File: config.mk
export PLATFORM = sky130hd
export DESIGN_NAME = psmdb_front_flat
export DESIGN_NICKNAME = d
export VERILOG_FILES = /design/src/hw/rtl/psmdb_pkg.sv /design/src/hw/rtl/psmdb_if.sv /design/src/hw/rtl/psmdb_front.sv /design/src/flat_wrapper.sv
export SDC_FILE = /design/constraint.sdc
export NUM_CORES = 1
export LEC_CHECK = 0
export ABC_AREA = 1
export BUFFER_PORTS_ARGS = -buffer_cell sky130_fd_sc_hd__buf_4
export CORE_AREA = 2 2 114 226
export CTS_BUF_LIST = sky130_fd_sc_hd__clkbuf_8 sky130_fd_sc_hd__clkbuf_16
export CTS_CLUSTER_SIZE = 8
export DETAILED_ROUTE_END_ITERATION = 8
export DIE_AREA = 0 0 116 228
export GPL_TIMING_DRIVEN = 0
export PLACE_DENSITY = 0.69
export SLEW_MARGIN = 15
export SYNTH_ARGS = -nofsm -noshare
export SYNTH_HDL_FRONTEND = slang
export SYNTH_SLANG_ARGS = --single-unit
File: constraint.sdc
create_clock -name i_clk -period 10.8 [get_ports i_clk]
set_input_delay 1.08 -clock i_clk [delete_from_list [all_inputs] [get_ports i_clk]]
set_output_delay 1.08 -clock i_clk [all_outputs]
set_load 0.02 [all_outputs]
File: src/hw/rtl/psmdb_pkg.sv
// ============================================================================
// psmdb_pkg: shared types and constants for the point splat depth buffer
// Request and response formats, register indexes and default store size.
// ============================================================================
package psmdb_pkg;

    // Default store size
    localparam int MAX_ROWS_DEF = 256;
    localparam int MAX_COLS_DEF = 256;

    // Configuration port
    localparam int CFG_IDX_W  = 3;
    localparam int CFG_DATA_W = 64;
    localparam int SIZE_W     = 9;
    // Wide enough for a size limit up to 4096
    localparam int LIM_W      = 13;

    // Register indexes
    localparam logic [CFG_IDX_W-1:0] CFG_C0A  = 3'd0;
    localparam logic [CFG_IDX_W-1:0] CFG_C0B  = 3'd1;
    localparam logic [CFG_IDX_W-1:0] CFG_C1A  = 3'd2;
    localparam logic [CFG_IDX_W-1:0] CFG_C1B  = 3'd3;
    localparam logic [CFG_IDX_W-1:0] CFG_C2A  = 3'd4;
    localparam logic [CFG_IDX_W-1:0] CFG_C2B  = 3'd5;
    localparam logic [CFG_IDX_W-1:0] CFG_ROWS = 3'd6;
    localparam logic [CFG_IDX_W-1:0] CFG_COLS = 3'd7;

    localparam logic [SIZE_W-1:0] SIZE_RESET = 9'd256;

    // Homogeneous coordinate 1.0 in Q16.16
    localparam logic signed [31:0] Q_ONE = 32'sh0001_0000;
    localparam int N_TERMS = 4;

    // Request classes
    typedef enum logic [1:0] {
        OP_SPLAT,
        OP_READ,
        OP_NULL
    } t_op;

    typedef struct packed {
        t_op                op;
        logic signed [31:0] x;
        logic signed [31:0] y;
        logic signed [31:0] z;
        logic signed [31:0] val;
        logic [7:0]         row;
        logic [7:0]         col;
    } t_req;

    typedef struct packed {
        logic               landed;
        logic [7:0]         hit_row;
        logic [7:0]         hit_col;
        logic signed [31:0] pixel_value;
    } t_rsp;

endpackage

File: src/hw/rtl/psmdb_if.sv
// ============================================================================
// psmdb_in_if / psmdb_out_if: request and result channels
// Valid/ready channels carrying one request or one result.
// ============================================================================
interface psmdb_in_if;
    logic               valid;
    logic               ready;
    logic               kind;
    logic signed [31:0] point_x;
    logic signed [31:0] point_y;
    logic signed [31:0] point_z;
    logic signed [31:0] point_value;
    logic [7:0]         read_row;
    logic [7:0]         read_col;

    modport source (output valid, kind, point_x, point_y, point_z, point_value,
                    read_row, read_col, input ready);
    modport sink (input valid, kind, point_x, point_y, point_z, point_value,
                  read_row, read_col, output ready);
endinterface


File: src/hw/rtl/psmdb_front.sv
// ============================================================================
// psmdb_front: request intake and classification
// Accepts requests, sorts them into splat, read and null, and queues them.
// ============================================================================
module psmdb_front #(
    parameter int MAX_ROWS = psmdb_pkg::MAX_ROWS_DEF,
    parameter int MAX_COLS = psmdb_pkg::MAX_COLS_DEF
) (
    input  logic            i_clk,
    input  logic            i_rst_n,
    psmdb_in_if.sink        i_in,
    input  logic            i_clearing,
    input  logic            i_pop,
    output psmdb_pkg::t_req o_head,
    output logic            o_head_valid
);
    psmdb_pkg::t_req r_mem [2];
    logic            r_wp;
    logic            r_rp;
    logic [1:0]      r_cnt;
    logic            push;
    logic            pop;
    logic            in_range;
    psmdb_pkg::t_req req;

    // Classify the incoming request
    always_comb begin
        in_range = (16'(i_in.read_row) < 16'(MAX_ROWS)) &&
                   (16'(i_in.read_col) < 16'(MAX_COLS));
        req.x   = i_in.point_x;
        req.y   = i_in.point_y;
        req.z   = i_in.point_z;
        req.val = i_in.point_value;
        req.row = i_in.read_row;
        req.col = i_in.read_col;
        if (!i_in.kind) begin
            req.op = psmdb_pkg::OP_SPLAT;
        end else if (in_range) begin
            req.op = psmdb_pkg::OP_READ;
        end else begin
            req.op = psmdb_pkg::OP_NULL;
        end
    end

    assign i_in.ready   = (r_cnt != 2'd2) && !i_clearing;
    assign push         = i_in.valid && i_in.ready;
    assign o_head_valid = (r_cnt != 2'd0);
    assign pop          = i_pop && o_head_valid;
    assign o_head       = r_mem[r_rp];

    // Advance queue pointers and count
    always_ff @(posedge i_clk) begin
        if (!i_rst_n) begin
            r_wp  <= 1'b0;
            r_rp  <= 1'b0;
            r_cnt <= 2'd0;
        end else begin
            if (push) begin
                r_wp <= ~r_wp;
            end
            if (pop) begin
                r_rp <= ~r_rp;
            end
            r_cnt <= r_cnt + 2'(push) - 2'(pop);
        end
    end

    // Hold queued requests
    always_ff @(posedge i_clk) begin
        if (push) begin
            r_mem[r_wp] <= req;
        end
    end

    a_cnt_bound: assert property (@(posedge i_clk) disable iff (!i_rst_n)
        r_cnt != 2'd3) else $error("queue count out of range");
    a_no_push_clear: assert property (@(posedge i_clk) disable iff (!i_rst_n)
        i_clearing |-> !push) else $error("request taken during clearing");
endmodule

File: src/flat_wrapper.sv
// flat-port wrapper written by rule: the top's interface ports become plain ports
module psmdb_front_flat 
#(
    parameter int MAX_ROWS = psmdb_pkg::MAX_ROWS_DEF,
    parameter int MAX_COLS = psmdb_pkg::MAX_COLS_DEF
)
  (i_clk, i_rst_n, i_clearing, i_pop, o_head, o_head_valid, i_in_valid, i_in_kind, i_in_point_x, i_in_point_y, i_in_point_z, i_in_point_value, i_in_read_row, i_in_read_col, i_in_ready);
  psmdb_in_if i_in_i ();
  input  logic i_clk;
  input  logic i_rst_n;
  input  logic i_clearing;
  input  logic i_pop;
  output psmdb_pkg::t_req o_head;
  output logic o_head_valid;
  input wire logic [$bits(i_in_i.valid)-1:0] i_in_valid;
  input wire logic [$bits(i_in_i.kind)-1:0] i_in_kind;
  input wire logic [$bits(i_in_i.point_x)-1:0] i_in_point_x;
  input wire logic [$bits(i_in_i.point_y)-1:0] i_in_point_y;
  input wire logic [$bits(i_in_i.point_z)-1:0] i_in_point_z;
  input wire logic [$bits(i_in_i.point_value)-1:0] i_in_point_value;
  input wire logic [$bits(i_in_i.read_row)-1:0] i_in_read_row;
  input wire logic [$bits(i_in_i.read_col)-1:0] i_in_read_col;
  output wire logic [$bits(i_in_i.ready)-1:0] i_in_ready;
  assign i_in_i.valid = i_in_valid;
  assign i_in_i.kind = i_in_kind;
  assign i_in_i.point_x = i_in_point_x;
  assign i_in_i.point_y = i_in_point_y;
  assign i_in_i.point_z = i_in_point_z;
  assign i_in_i.point_value = i_in_point_value;
  assign i_in_i.read_row = i_in_read_row;
  assign i_in_i.read_col = i_in_read_col;
  assign i_in_ready = i_in_i.ready;
  psmdb_front #(.MAX_ROWS(MAX_ROWS), .MAX_COLS(MAX_COLS)) u_core (.i_clk(i_clk), .i_rst_n(i_rst_n), .i_in(i_in_i), .i_clearing(i_clearing), .i_pop(i_pop), .o_head(o_head), .o_head_valid(o_head_valid));
endmodule
==> results.toml <==
[cts]
path_clk_slew_ps = 50
cts_made_buffers = 42
root_buffer = "clkbuf_16"
clock_sinks = 295
clk_path_buf_depth = 3
cts_setup_buffers = 0
cts_hold_buffers = 0
post_cts_resized = 0
clock_latency_ps = 500
cts_max_level = 2
cts_tree = "yes"

[worst_hold_path]
hp-start = "u_core.r_rp"
hold_path_class = "reg -> reg"
min_path_cells = 2

[finish]
syn2layout_area_growth_pct = 35.7
diodes = 0
fill_cells = 1894
stdcell_count = 1184
layout-drive-gt1-share_pct = 60.1
fin_area_um2 = 14800
nets = 991

[placement]
io_buffers = 296
pre_cts_ws_ps = 7700
dp_hpwl_um = 14800
placedInstanceArea_um2 = 13700
gp_congestion = 0.705
dp.cells = 1131

[synthesis]
synth_simple_gate_area_share_pct = 0.710
synth_seq_area_share_pct = 80.6
synth_area_leaders = "edfxtp_1 80%, mux2_2 9.8%, mux2_4 6.9%"
ys_warn_count = 0
synth_edf_count = 290
synthTopCellsByCount = "290 x edfxtp_1, 95 x mux2_2, 50 x mux2_4"
syn_area_per_cell_um2 = 22.2
yosys.area.top_type = "edfxtp_1"
synth_compound_area_share_pct = 0.160
synth_most_common_cell = "edfxtp_1"
syn-cell-area_um2 = 10900
synth_fa_ha_area_share_pct = 0.229
yosys-mux-area-fraction_pct = 16.7
synth_cells = 493
synth_xor_area_share_pct = 0
synth_seq_cells = 295
async_flop_share_pct = 0
synth-main-ff-cell = "edfxtp_1"
synth_nets = 645
yosysUniqueCellTypes = 16
synth_top_area_share_pct = 79.7
synth_top_family_by_area = "multiplexers"

[power]
p_per_area_nw_per_um2 = 225
p_leak_nw = 5.67
ir_worst_vdd_v = 0.000167

[detailed_routing]
drt_first_iter_violations = 206
via_per_inst = 4.77
drtPass1Iterations = 6
dr_total_vias = 5644
postRouteWirelength_um = 21500
routedWlPerCell_um = 18.1
drcViolationCount = 0
final_antenna_net_count = 0

[die]
die_w_um = 116
coreArea_um2 = 24800
io_pins = 298
fp.dieArea_um2 = 26400
initial_core_util_pct = 44.0
die_y_um = 228
num_rows = 82

[timing]
drv_slew = 0
fin_ws_ps = 7830
tns_ps = 0
maxSlewHeadroom_pct = 52.9
worst_pin_slew_ps = 705
fmax_mhz = 336
holdWs_ps = 489
fin_worst_skew_ps = 17.8
fin_crit_sh_pct = 27.5
period_needed_ps = 2970
rsz0062_at_grt = "false"
hold_viol = 0
finalSetupViolations = 0

[worst_setup_path]
crit_fanout = 10
crit_required_ps = 9720
reg2reg_slack_ps = 8530
worstSetupStartpointType = "flip-flop"
path_class = "reg -> out"
worstPathArrival_ps = 1890
reg2reg_depth = 7
crit_path_end_kind = "primary output"
reg2reg_to = "u_core.r_mem[0][119]"
r2r_start = "u_core.r_cnt[0]"

[flow_run]
cap_violations = 0

[global_route]
grt_pass1_wl_um = 31900
grt_pass1_vias = 6063
antenna_found_initial = 0
gr-total-overflow = 0
track_usage_pct = 15.8
grt_max_degree = 76

[outcome]
run_status = "finished, final reports clean"
worst max-delay path, cell delays in order (launching register included):
cell     delay (ps)
dfxtp_1         310
buf_6           170
buf_6           210
buf_6           200
mux2_4          310
buf_4           160
per-stage QoR:
step | total power, mW | util (%)
after floorplan | 1.93 | -
after global placement | 2.26 | 54.6
after detailed placement | 2.26 | 55.2
after CTS | 3.39 | 59.7
after global routing | 3.47 | 59.7
final | 3.34 | 59.7
metal layers:
layer  part of all wire [%]  track usage (%)  vias to the layer above
met2                     48             26.3                      291
met5                      0                0                        -
met4                    2.8             5.88                        0
met3                     13             7.33                       46
met1                     37             17.4                     2698
li1                       -                -                     2609
layout by cell type (no fill, tap or decap), drive strengths merged:
master  count
nand4       1
nand3       3
mux2      145
nand2       9
edfxtp    290
o21a        1
clkbuf     43
ha          2
dfxtp       5
buf       319
conb        1
a21oi       2
inv        21
nor2        6
final cells by class:
cell class | instances | area [µm²] | area share, %
plain buffers | 17 | 131 | 0.886
repair buffers | 302 | 2350 | 15.8
inverters | 11 | 48.8 | 0.329
clock buffers | 43 | 1080 | 7.26
well taps | 336 | 420 | 2.83
flip-flops and latches | 295 | 8810 | 59.4
multi-input cells | 170 | 1950 | 13.2
clock inverters | 10 | 42.5 | 0.287
worst max path at each step:
stage | startpoint | end | slack [ps]
2_1_floorplan | i_clearing | u_core.r_mem[0][0] | 2880
3_3_place_gp | i_clearing | u_core.r_mem[0][119] | -830
3_5_place_dp | i_clearing | u_core.r_mem[0][119] | 7700
4_1_cts | flip-flop | o_head[103] | 7760
5_1_grt | flip-flop | o_head[103] | 7740
6_report | flip-flop | o_head[115] | 7830
registers in the layout, indices dropped and copies added (netlist names), named ones only:
register	count
u_core.r_mem	290
u_core.r_cnt	2
u_core.r_wp	1
u_core.r_rp	1
cells by family after synthesis:
kind of cell	Yosys count
buffers and inverters	28
flip-flops	295
AND/OR/NAND/NOR	19
adder cells (fa/ha/maj)	2
other	1
multiplexers	145
AO/OA/AOI/OAI	3
report_power, final:
group / leakage [nW] / internal, mW / switching [mW]
Combinational: 2.39 / 0.408 / 0.439
Sequential: 2.70 / 1.36 / 0.0195
Clock: 0.582 / 0.696 / 0.419
Total: 5.67 / 2.46 / 0.878
(Power assumes the default switching activity.)
